`src/hw/rtl/hybrid_quicksort_insertion_defines.svh`:
```
// Assertion macros for the hybrid sorter.
// Depends on nothing; included by the top level.
`ifndef HYBRID_QUICKSORT_INSERTION_DEFINES_SVH
`define HYBRID_QUICKSORT_INSERTION_DEFINES_SVH
// Clocked implication checked outside reset.
`define HQI_ASSERT(label, clk, rst_n, prop, msg) \
	label: assert property (@(posedge clk) disable iff (!rst_n) prop) else $error(msg);
// Same check, also evaluated during reset.
`define HQI_ASSERT_ALWAYS(label, clk, prop, msg) \
	label: assert property (@(posedge clk) prop) else $error(msg);
`endif

```
`src/hw/rtl/hqi_pkg.sv`:
```
// Shared types and constants for the hybrid sorter.
// Depends on nothing.
package hqi_pkg;
	localparam int unsigned DataW = 32;
	localparam int unsigned StoreDepth = 64;
	localparam int unsigned IdxW = 6;
	localparam int unsigned StackDepth = 8;
	localparam int unsigned SpW = 4;
	typedef logic signed [DataW-1:0] data_t;
	typedef logic [IdxW-1:0] idx_t;
	typedef struct packed {
		idx_t lo;
		idx_t hi;
	} range_t;
endpackage

```
`src/hw/rtl/hybrid_quicksort_insertion.sv`:
```
// Hybrid sorter: element store, quicksort/insertion sequencer and output drain.
// Depends on hqi_pkg and hybrid_quicksort_insertion_defines.svh.
//
// Elements load at one transaction per cycle while in_stall is low. The
// transaction marked last starts the sort, and in_stall stays high until the
// whole run has drained. The sort reuses a single read port, one write port
// and one signed comparator. An insertion step reads two elements, compares
// them and writes them back when it swaps. A partition step reads one element
// with the pivot held, compares it and swaps it with element i when it is not
// above the pivot. Each partition first fetches the pivot and ends with the
// final pivot swap, and each popped range is loaded from the stack. The drain
// presents one element at a time and waits while out_stall is high. Already
// ordered input or many equal values push the partition toward N*N/2 compares.
// Ranges of SMALL_RANGE_CUTOFF or fewer are finished by insertion sort.
`include "hybrid_quicksort_insertion_defines.svh"
module hybrid_quicksort_insertion #(
	parameter int unsigned MAX_ELEMENTS = 64,
	parameter int unsigned SMALL_RANGE_CUTOFF = 10
) (
	input  logic clk,
	input  logic arst_n,
	input  logic in_valid,
	output logic in_stall,
	input  hqi_pkg::data_t in_value,
	input  logic in_last,
	output logic out_valid,
	input  logic out_stall,
	output hqi_pkg::data_t out_value,
	output logic out_last,
	output logic out_overflow
);
	import hqi_pkg::*;

	typedef enum logic [4:0] {
		S_LOAD, S_RANGE,
		S_INS_RD_J, S_INS_RD_JM, S_INS_CMP, S_INS_WR2,
		S_PIV_RD, S_PIV_WAIT, S_LP_RD, S_LP_CMP, S_LP_WR2,
		S_FIN_RDI, S_FIN_WAIT, S_FIN_WR2, S_POP, S_POP_WAIT,
		S_OUT_RD, S_OUT_WAIT, S_OUT
	} state_t;

	// Step of the partition swap sequence.
	typedef enum logic [1:0] {
		PH_SWAP, PH_PIVOT, PH_DONE
	} phase_t;

	state_t state_q;
	data_t mem [StoreDepth];
	range_t stack_mem [StackDepth];
	logic [IdxW:0] count_q;
	logic ovf_q;
	logic [SpW-1:0] sp_q;
	logic signed [IdxW+1:0] lo_q, hi_q, i_q, j_q;
	phase_t p_q;
	data_t pivot_q, a_q, b_q, rd_q;
	idx_t wa_q;
	data_t wd_q;
	range_t pop_q;
	logic [IdxW:0] k_q;
	logic pend_q;

	// Single read port with a registered output; loads and swaps share the write port.
	idx_t ra;
	logic we;
	logic load_we;
	assign load_we = (state_q == S_LOAD) && in_valid && (count_q < (IdxW+1)'(MAX_ELEMENTS));
	always_ff @(posedge clk) begin
		if (load_we) begin
			mem[count_q[IdxW-1:0]] <= in_value;
		end else if (we) begin
			mem[wa_q] <= wd_q;
		end
		rd_q <= mem[ra];
	end

	logic signed [IdxW+1:0] size_w, lsz, rsz;
	assign size_w = hi_q - lo_q + 8'sd1;
	assign lsz = i_q - lo_q;
	assign rsz = hi_q - i_q;

	// The one comparator takes the pivot during partition, else the held element.
	data_t cmp_op;
	logic cmp_lt;
	assign cmp_op = (state_q == S_LP_CMP) ? pivot_q : a_q;
	assign cmp_lt = cmp_op < rd_q;

	// Read address and write strobe come from the sequencer state. The second
	// half of a swap is written in the cycle after the swap state.
	always_comb begin
		ra = '0;
		we = pend_q;
		unique case (state_q)
			S_INS_RD_J, S_LP_RD: ra = j_q[IdxW-1:0];
			S_INS_RD_JM: ra = idx_t'(j_q - 8'sd1);
			S_PIV_RD: ra = hi_q[IdxW-1:0];
			S_FIN_RDI: ra = i_q[IdxW-1:0];
			S_OUT_RD: ra = k_q[IdxW-1:0];
			S_OUT: ra = idx_t'(k_q + 7'd1);
			S_INS_WR2, S_LP_WR2, S_FIN_WR2: we = 1'b1;
			default: ra = '0;
		endcase
	end

	logic out_fire;
	assign out_fire = out_valid && !out_stall;
	assign in_stall = (state_q != S_LOAD);

	// Sequencer.
	always_ff @(posedge clk or negedge arst_n) begin
		if (!arst_n) begin
			state_q <= S_LOAD;
			count_q <= '0;
			ovf_q <= 1'b0;
			sp_q <= '0;
			out_valid <= 1'b0;
			pend_q <= 1'b0;
		end else begin
			pend_q <= (state_q == S_INS_WR2) || (state_q == S_FIN_WR2);
			unique case (state_q)
				S_LOAD: begin
					if (in_valid) begin
						if (count_q < (IdxW+1)'(MAX_ELEMENTS)) begin
							count_q <= count_q + 7'd1;
						end else begin
							ovf_q <= 1'b1;
						end
						if (in_last) begin
							lo_q <= '0;
							if (count_q < (IdxW+1)'(MAX_ELEMENTS)) begin
								hi_q <= $signed({1'b0, count_q});
							end else begin
								hi_q <= $signed({1'b0, count_q}) - 8'sd1;
							end
							sp_q <= '0;
							state_q <= S_RANGE;
						end
					end
				end
				S_RANGE: begin
					if (size_w <= $signed(8'(SMALL_RANGE_CUTOFF))) begin
						i_q <= lo_q + 8'sd1;
						j_q <= lo_q + 8'sd1;
						state_q <= (lo_q + 8'sd1 <= hi_q) ? S_INS_RD_J : S_POP;
					end else begin
						i_q <= lo_q;
						j_q <= lo_q;
						state_q <= S_PIV_RD;
					end
				end
				// Insertion sort: compare element j with j-1, swap and walk down.
				S_INS_RD_J: state_q <= S_INS_RD_JM;
				S_INS_RD_JM: begin
					a_q <= rd_q;
					state_q <= S_INS_CMP;
				end
				S_INS_CMP: begin
					if (cmp_lt) begin
						wa_q <= idx_t'(j_q - 8'sd1);
						wd_q <= a_q;
						b_q <= rd_q;
						state_q <= S_INS_WR2;
					end else if (i_q + 8'sd1 <= hi_q) begin
						i_q <= i_q + 8'sd1;
						j_q <= i_q + 8'sd1;
						state_q <= S_INS_RD_J;
					end else begin
						state_q <= S_POP;
					end
				end
				S_INS_WR2: begin
					wa_q <= j_q[IdxW-1:0];
					wd_q <= b_q;
					if (j_q - 8'sd1 >= lo_q + 8'sd1) begin
						j_q <= j_q - 8'sd1;
						state_q <= S_INS_RD_J;
					end else if (i_q + 8'sd1 <= hi_q) begin
						i_q <= i_q + 8'sd1;
						j_q <= i_q + 8'sd1;
						state_q <= S_INS_RD_J;
					end else begin
						state_q <= S_POP;
					end
				end
				// Lomuto partition around the last element.
				S_PIV_RD: state_q <= S_PIV_WAIT;
				S_PIV_WAIT: begin
					pivot_q <= rd_q;
					state_q <= S_LP_RD;
				end
				S_LP_RD: state_q <= S_LP_CMP;
				S_LP_CMP: begin
					if (!cmp_lt) begin
						a_q <= rd_q;
						state_q <= S_FIN_RDI;
						p_q <= PH_SWAP;
					end else if (j_q + 8'sd1 < hi_q) begin
						j_q <= j_q + 8'sd1;
						state_q <= S_LP_RD;
					end else begin
						p_q <= PH_PIVOT;
						j_q <= hi_q;
						a_q <= pivot_q;
						state_q <= S_FIN_RDI;
					end
				end
				// Swap element i with the held one at j (or with the pivot at hi).
				S_FIN_RDI: state_q <= S_FIN_WAIT;
				S_FIN_WAIT: begin
					wa_q <= j_q[IdxW-1:0];
					wd_q <= rd_q;
					state_q <= S_FIN_WR2;
				end
				S_FIN_WR2: begin
					wa_q <= i_q[IdxW-1:0];
					wd_q <= a_q;
					if (p_q == PH_SWAP) begin
						i_q <= i_q + 8'sd1;
						if (j_q + 8'sd1 < hi_q) begin
							j_q <= j_q + 8'sd1;
							state_q <= S_LP_RD;
						end else begin
							p_q <= PH_PIVOT;
							j_q <= hi_q;
							a_q <= pivot_q;
							state_q <= S_LP_WR2;
						end
					end else begin
						state_q <= S_LP_WR2;
					end
				end
				// Final pivot swap is a read of i after i advanced; split the ranges.
				S_LP_WR2: begin
					if (p_q == PH_PIVOT && j_q == hi_q && wa_q != i_q[IdxW-1:0]) begin
						p_q <= PH_DONE;
						state_q <= S_FIN_RDI;
					end else begin
						if (lsz - 8'sd1 <= rsz - 8'sd1) begin
							if (rsz >= 8'sd2 && sp_q < SpW'(StackDepth)) begin
								stack_mem[sp_q[SpW-2:0]] <= '{lo: idx_t'(i_q + 8'sd1),
									hi: hi_q[IdxW-1:0]};
								sp_q <= sp_q + 4'd1;
							end
							hi_q <= i_q - 8'sd1;
						end else begin
							if (lsz >= 8'sd2 && sp_q < SpW'(StackDepth)) begin
								stack_mem[sp_q[SpW-2:0]] <= '{lo: lo_q[IdxW-1:0],
									hi: idx_t'(i_q - 8'sd1)};
								sp_q <= sp_q + 4'd1;
							end
							lo_q <= i_q + 8'sd1;
						end
						state_q <= S_RANGE;
					end
				end
				S_POP: begin
					if (sp_q == '0) begin
						k_q <= '0;
						state_q <= (count_q == '0) ? S_LOAD : S_OUT_RD;
						if (count_q == '0) ovf_q <= 1'b0;
					end else begin
						pop_q <= stack_mem[sp_q[SpW-2:0] - 3'd1];
						sp_q <= sp_q - 4'd1;
						state_q <= S_POP_WAIT;
					end
				end
				S_POP_WAIT: begin
					lo_q <= $signed({2'b00, pop_q.lo});
					hi_q <= $signed({2'b00, pop_q.hi});
					state_q <= S_RANGE;
				end
				// Drain the sorted store.
				S_OUT_RD: state_q <= S_OUT_WAIT;
				S_OUT_WAIT: begin
					out_value <= rd_q;
					out_last <= (k_q + 7'd1 == count_q);
					out_overflow <= ovf_q;
					out_valid <= 1'b1;
					state_q <= S_OUT;
				end
				S_OUT: begin
					if (out_fire) begin
						if (out_last) begin
							out_valid <= 1'b0;
							count_q <= '0;
							ovf_q <= 1'b0;
							state_q <= S_LOAD;
						end else begin
							k_q <= k_q + 7'd1;
							state_q <= S_OUT_RD;
							out_valid <= 1'b0;
						end
					end
				end
				default: state_q <= S_LOAD;
			endcase
		end
	end

	`HQI_ASSERT(a_out_only_drain, clk, arst_n, out_valid |-> (state_q == S_OUT), "output outside drain")
	`HQI_ASSERT(a_stack_bound, clk, arst_n, sp_q <= SpW'(StackDepth), "range stack overrun")
	`HQI_ASSERT(a_count_bound, clk, arst_n, count_q <= (IdxW+1)'(MAX_ELEMENTS), "count above capacity")
endmodule
```
`config.mk`:
```
export PLATFORM = sky130hd
export DESIGN_NAME = hybrid_quicksort_insertion
export DESIGN_NICKNAME = d
export VERILOG_FILES = /design/src/hw/rtl/hqi_pkg.sv /design/src/hw/rtl/hybrid_quicksort_insertion.sv
export VERILOG_INCLUDE_DIRS = /design/src /design/src/hw/rtl
export SDC_FILE = /design/constraint.sdc
export NUM_CORES = 2
export LEC_CHECK = 0
export ABC_AREA = 1
export BUFFER_PORTS_ARGS = -buffer_cell sky130_fd_sc_hd__buf_2
export CAP_MARGIN = 20
export CORE_MARGIN = 5
export CORE_UTILIZATION = 45
export CTS_CLUSTER_DIAMETER = 100
export DETAILED_ROUTE_END_ITERATION = 10
export SYNTH_ARGS = -nofsm -noshare
export SYNTH_HDL_FRONTEND = slang
export SYNTH_SLANG_ARGS = --single-unit
```
`constraint.sdc`:
```
create_clock -name clk -period 6.1 [get_ports clk]
set_input_delay 1.22 -clock clk [delete_from_list [all_inputs] [get_ports clk]]
set_output_delay 1.22 -clock clk [all_outputs]
set_load 0.05 [all_outputs]
```
**Yosys cells after proc, flatten, opt, wreduce, memory -nomap -nowiden**

Memory sizes are Yosys's and may differ from the RTL's. A register that Yosys moved wholly into a read port is not among the register bits.
Cells that the tools add are included.

- Add/sub/neg operators: 17
- Multiply operators: 0
- Div/mod/pow operators: 0
- Order comparisons: 11
- Equality and inequality tests: 43
- Shift operators: 0
- Mux-type cells: 102
- Bitwise gates (word level): 2
- Reductions and logical operators: 50

Operators with widths:

| operator | number |
|---|---|
| 2-to-1 mux 32 bit | 6 |
| 2-to-1 mux 8 bit | 20 |
| one-hot mux 32 bit (4 select lines) | 1 |
| one-hot mux 32 bit (3 select lines) | 1 |
| one-hot mux 5 bit (19 select lines) | 1 |
| 2-to-1 mux 4 bit | 13 |
| 2-to-1 mux 7 bit | 7 |
| one-hot mux 8 bit (3 select lines) | 2 |
| == test 5 x 4 -> 1 bit (second input constant) | 8 |
| one-hot mux 8 bit (5 select lines) | 1 |
| one-hot mux 6 bit (6 select lines) | 1 |
| 2-to-1 mux 5 bit | 7 |
| inequality test 2 bit (second input constant) | 17 |
| adder 8 x 2 -> 8 bit (second input constant) | 4 |
| < comparator 32 bit | 1 |
| one-hot mux 8 bit (4 select lines) | 1 |
| OR reduction 32 bit | 1 |
| subtractor 8 x 2 -> 8 bit (second input constant) | 4 |
| one-hot mux 7 bit (2 select lines) | 2 |
| <= comparator 8 bit | 3 |
| 2-to-1 mux 1 bit | 24 |
| subtractor 8 bit | 3 |
| == test 5 x 3 -> 1 bit (second input constant) | 4 |
| AND reduction 5 bit | 4 |
| other kinds (48) | 89 |

- Bits in registers: 228
- Latch bits: 0
- Memory bits (writable): 2144
- Memory bits (read-only): 0
- Bits of input ports: 37
- Output and inout port bits: 36
- Word-level logic and storage cells: 247
- Memories: 2

Memory list:

| name | depth | width | rd ports | clocked after memory_dff | wr ports | line | source |
|---|---|---|---|---|---|---|---|
| mem | 64 | 32 | 1 | 1 | 1 | hybrid_quicksort_insertion.sv:48 | `data_t mem [StoreDepth];` |
| stack_mem | 8 | 12 | 1 | 1 | 1 | hybrid_quicksort_insertion.sv:49 | `range_t stack_mem [StackDepth];` |

**Logic depth before layout (Yosys ltp)**

- Depth after elaboration: 10
- Gate-level depth with buffers: 25
- Mapped depth without buffers: 24

**Worst setup path after synthesis**

No wires, ideal clock.

- Path kind: register to register
- From: reg state_q[3]
- To: mem mem[48][0] (netlist name), enable pin
- Setup time: 0.502 ns
- Arrival: 5.238 ns
- Required time: 5.598 ns
- Path slack: 0.360 ns
- Stages on the path, launching flop included: 15
- Path buffers: 1
- Clock period less this slack: 5.740 ns
- Cells stage by stage: dfrtp_1 -> nor2_1 -> inv_2 -> nor2_2 -> inv_1 -> nor2_1 -> inv_2 -> nor2_2 -> nand2_1 -> nand2_2 -> buf_6 -> nand2_1 -> o21ai_2 -> inv_2 -> nor4_1

- Cells in the longest elaborated chain, start to end: 8
- Elaborated cells on any way between the ends: 16
- Classes of those cells: 3 x eq/ne; 8 x mux; 5 x reduce/logical

Ends and longest elaborated chain:

| what | line | source |
|---|---|---|
| start, declared | hybrid_quicksort_insertion.sv:47 | `state_t state_q;` |
| start signal, assigned | hybrid_quicksort_insertion.sv:143 | `state_q <= (lo_q + 8'sd1 <= hi_q) ? S_INS_RD_J : S_POP;` |
| == test 5 x 3 -> 1 bit / == test 5 x 4 -> 1 bit (equally long branches) | hybrid_quicksort_insertion.sv:92 | `unique case (state_q)` |
| OR reduction 3 bit | hybrid_quicksort_insertion.sv:92 |  |
| 2-to-1 mux 1 bit | hybrid_quicksort_insertion.sv:92 |  |
| 2-to-1 mux 1 bit | hybrid_quicksort_insertion.sv:70 | `end else if (we) begin` |
| 2-to-1 mux 1 bit | hybrid_quicksort_insertion.sv:68 | `if (load_we) begin` |
| 2-to-1 mux 1 bit (not written as such) | hybrid_quicksort_insertion.sv:71 | `mem[wa_q] <= wd_q;` |
| OR reduction 32 bit (no source line) | -- |  |
| 2-to-1 mux 6 bit (no source line) / 2-to-1 mux 1 bit (equally long branches) | -- |  |
| end, declared | hybrid_quicksort_insertion.sv:48 |  |

Several ways; a longest one is shown, not always the timed one.

**Worst setup path in the final report**

- From: reg i_q[1]
- To: mem stack_mem[4][4] (netlist name) (data pin)

- Cells in the longest elaborated chain, start to end: 10
- Elaborated cells on any way between the ends: 17
- Classes of those cells: 5 x add/sub; 2 x order compare; 1 x eq/ne; 6 x mux; 3 x reduce/logical

Ends and longest elaborated chain:

| what | line | source |
|---|---|---|
| start, declared | hybrid_quicksort_insertion.sv:53 | `logic signed [IdxW+1:0] lo_q, hi_q, i_q, j_q;` |
| start signal, assigned | hybrid_quicksort_insertion.sv:141 | `i_q <= lo_q + 8'sd1;` |
| start signal, assigned | hybrid_quicksort_insertion.sv:145 | `i_q <= lo_q;` |
| start signal, assigned | hybrid_quicksort_insertion.sv:163 | `i_q <= i_q + 8'sd1;` |
| branches (longest 9 deep; another with subtractor 8 bit) | -- |  |
| 2-to-1 mux 12 bit (no source line) * | -- |  |
| end, declared | hybrid_quicksort_insertion.sv:49 |  |

Mark *: on every way between the ends.

==> metrics.sh <==
STATUS='completed'
TIMING.FINAL.CRIT_SHARE=0.896
CRITPATHTOPFAMILY='compound AO/OA/AOI/OAI gates'
VIAS_IN_THE_FIRST_GLOBAL_ROUTE=65400
FIRST_PASS_ITERS=6
DOMINANT_COMBINATIONAL_CELL_FAMILY_BY_AREA_AFTER_SYNTHESIS='simple AND/OR/NAND/NOR gates'
SYNTH_MOST_COMMON_CELL='edfxtp_1'
SYNTH_LARGEST_TYPE_AREA_FRACTION=0.688
FRACTION_OF_THE_MAPPED_NETLIST_AREA_IN_SIMPLE_LOGIC_GATES=0.164
SETUP_VIOL_COUNT_FINAL=0
SEQ_AREA_FRAC_SYNTH=0.699
PLACEMENT_ROWS=175
TIMING_WORST_SLEW_PIN_VALUE_NS=1.22
GRT_FIRST_PASS_WIRELENGTH_UM=452000
NETLIST_TOP_CELLS_COUNT='edfxtp_1 (2,365), nand2_1 (2,170), nand3_1 (964)'
CORE_AREA_MM2=0.228
DIE_W_UM=489
ROUTE.DETAILED.DRC=0
OVERALL_ROUTED_NET_LENGTH_UM=313000
CRITPATHSLOWESTCELL='o21ai_0'
GRT_SETUP_UNREPAIRED='no'
PIN_COUNT=73
ACHIEVABLE-FREQUENCY_GHz=0.183
MAXSLEWVIOLCOUNT=0
SYN-MEAN-INSTANCE-AREA_UM2=11.8
INITIAL_ANTENNA_VIOLATION_COUNT=20
YOSYS-MUX-AREA-FRACTION=0.00640
PLACE.PORT_BUFFERS=72
HOLD_CLASS='in2async'
SYNTH.TOP_CELLS.BY_AREA='edfxtp_1 (69%), nand2_1 (7.9%), nand3_1 (4.7%), o211ai_1 (4.5%), inv_1 (1.9%)'
CP_DATA_ARRIVAL_TIME_NS=6.03
PATH_BUF_INV=3
FINAL_CRITICAL_PATH_SETUP_SLACK_NS=0.637
NETLIST_INSTANCES=8753
DIE_HEIGHT_UM=489
NUMBER_OF_CLOCK_BUFFERS_INSERTED_BY_TRITONCTS=240
SYNTH_SEQ_CELLS=2416
FRACTION_OF_REGISTERS_WITH_ASYNC_SET_OR_RESET_AFTER_SYNTHESIS=0.00786
PATH_CLASS='reg2reg'
GLOBALROUTE.TOTALOVERFLOW=0
CP_MAX_FO=9
DIE-AREA_MM2=0.239
MAX_CAP_VIOL_COUNT=0
SYNTH_COMPOUND_GATE_AREA_SHARE=0.0699
TRITONCTS_CLOCK_TREE='built'
CTS_HOLD_REPAIR.BUFFERS=0
DRT-WIRELENGTH-PER-CELL_UM=25.9
FILLER_CELL_COUNT=19600
YS.WARNINGS.COUNT=0
CTS_HTREE_LEVELS=4
FINAL_CORE_UTIL=0.510
STARTPOINT_TYPE='register'
NETS=8996
LIBRARY_CELLS_USED_BY_SYNTHESIS=51
POSTROUTEANTENNANETS=0
SYNTHXORXNORAREAFRAC=0.00645
INITIAL_CORE_UTILIZATION=0.453
FINAL.SETUP.TNS_NS=0
FINAL_LAYOUT_SIZE_SUFFIX_GT1_FRAC=0.107
CTS.REPORTEDPATHS.CLKPINSLEW_NS=0.06
FIN_CRIT_NS=5.46
P_LEAK_nW=41.5
TIMING_HOLD_VIOLATIONS_FINAL=0
CLOCK_SKEW_NS=0.0806
DP.FINAL_HPWL_UM=187000
CRIT_PATH_END_KIND='register'
AREA_OF_THE_MULTI_INPUT_GATES_MM2=0.0275
CLKSINKCOUNT=2416
ROUTABILITYCONGESTION=0.923
CLOCKBUFFERDEPTH=3
ROUTED-VIA-COUNT=69000
CRITICAL_PATH_DATA_REQUIRED_TIME_NS=6.67
AREA.GROWTH.SYNTH_TO_FINAL_PCT=12.6
NETLIST.TOP_CELL.BY_AREA='edfxtp_1'
POST_SYNTH_EDFFS=2365
CLOCK_LATENCY_NS=0.92
POWER_DENSITY_mW_PER_MM2=283
TIMING.SLEW.HEADROOM=0.186
GRT_START_MAX_NET_PINS=181
ROUTE.DETAILED.VIAS_PER_INST=5.71
TOTAL_AREA_OF_SEQUENTIAL_CELLS_MM2=0.0721
WORSTPATHCELLLIST='inv_1 -> fa_1 -> o21ai_0 -> xor2_1 -> nor3b_1 -> nand4_1 -> xor2_1 -> inv_1 -> ha_1 -> a21oi_1 -> o21ai_0 -> a21oi_1 -> xnor2_1 -> a21o_1 -> nor2_1 -> nand2_1 -> inv_1 -> o21ai_0'
CRIT_PATH_MAX_INCR_DELAY_NS=0.71
GR-USAGE-ALL-LAYERS=0.258
SYN_NETS=8908
POST_CTS_RESIZED=0
VDD_DROP_MAX_mV=0.310
TOP_REG_CELL_SYNTH='edfxtp_1'
DETAILEDPLACE.WORSTSLACK_NS=0.657
SYNTHADDERAREAFRAC=0.0146
CTS.REPAIR_TIMING.SETUP_BUFFER_COUNT=0
ROOT_BUFFER='clkbuf_16'
SYN-CELL-AREA_MM2=0.103
DETAIL_ROUTE.ITER0.VIOLATIONS=7460
[metal layers]
layer / share of wire / global-route usage / vias to the layer above
met5: 0.00011 / 0 / -
met4: 0.050 / 0.118 / 6
met3: 0.079 / 0.0431 / 590
met2: 0.46 / 0.402 / 2934
met1: 0.41 / 0.356 / 34200
li1: - / - / 31300
[path summary, 6_finish.rpt]
kind,start,to,slack (ns),cells after the start
min reg2reg,ovf_q,out_overflow,0.46,0
min,arst_n,sp_q[2],0.35,2
min in group clk,ovf_q,out_overflow,0.46,0
max in group asynchronous,arst_n,count_q[4],5.40,2
max,i_q[1],stack_mem[4][4],0.64,18
max reg2reg,i_q[1],stack_mem[4][4],0.64,18
[cell type report]
cell class / instances / area share
Timing Repair Buffer: 346 / 0.0266
Multi-Input combinational cell: 5302 / 0.237
Inverter: 535 / 0.0175
Antenna cell: 22 / 0.000474
Clock buffer: 320 / 0.0549
Tap cell: 3009 / 0.0324
Sequential cell: 2416 / 0.621
Clock inverter: 128 / 0.0106
[worst register-to-register path, cell delays in order, from the launching register on]
cell and delay (ns):
edfxtp_1 0.57, inv_1 0.29, fa_1 0.50, o21ai_0 0.37
xor2_1 0.29, nor3b_1 0.36, nand4_1 0.16, xor2_1 0.17
inv_1 0.06, ha_1 0.31, a21oi_1 0.18, o21ai_0 0.11
a21oi_1 0.16, xnor2_1 0.14, a21o_1 0.21, nor2_1 0.10
nand2_1 0.29, inv_1 0.20, o21ai_0 0.71
[state kept, by name, indices dropped and copies added, names as in the netlist, 12 cells and up]
signal,count
a_q,32
b_q,32
mem,2048
out_value,32
pivot_q,32
pop_q,12
rd_q,32
stack_mem,96
wd_q,32
[stage by stage]
stage | area [µm²] | hold WS [ns] | cells | power (W)
2_1_floorplan | 103000 | 0.426 | 8753 | 0.0186
5_1_grt | 116000 | 0.325 | 12100 | 0.0338
3_5_place_dp | 108000 | 0.445 | 11600 | 0.0189
3_3_place_gp | 108000 | 0.433 | 11600 | 0.0189
4_1_cts | 116000 | 0.278 | 12100 | 0.0331
6_report | 116000 | 0.346 | 12100 | 0.0329
[cells in the final DEF, fill, tap and decap left out, drive strengths merged, types with 34 or more instances in the layout]
cell	n
edfxtp	2365
nand2	2173
nand3	964
o211ai	615
inv	532
nor2	466
buf	346
o21ai	330
clkbuf	320
or2	264
ha	114
clkinv	110
a21oi	79
xor2	62
nand4	34
[logic make-up (layout without fill, tap and decap cells)]
| group | Yosys count | after routing |
|---|---|---|
| simple gates | 3948 | 3948 |
| flops | 2416 | 2416 |
| compound gates | 1098 | 1098 |
| buf+inv | 1035 | 1329 |
| fa+ha+maj | 118 | 118 |
| xor+xnor | 76 | 76 |
| mux | 62 | 62 |
| other cells | 0 | 22 |
[power breakdown]
part,switching (W),total (W),internal [W]
logic,0.000316,0.000357,0.0000410
clock network,0.00631,0.0144,0.00806
registers,0,0.0182,0.0182
total,0.00663,0.0329,0.0263
(Power assumes the default switching activity.)
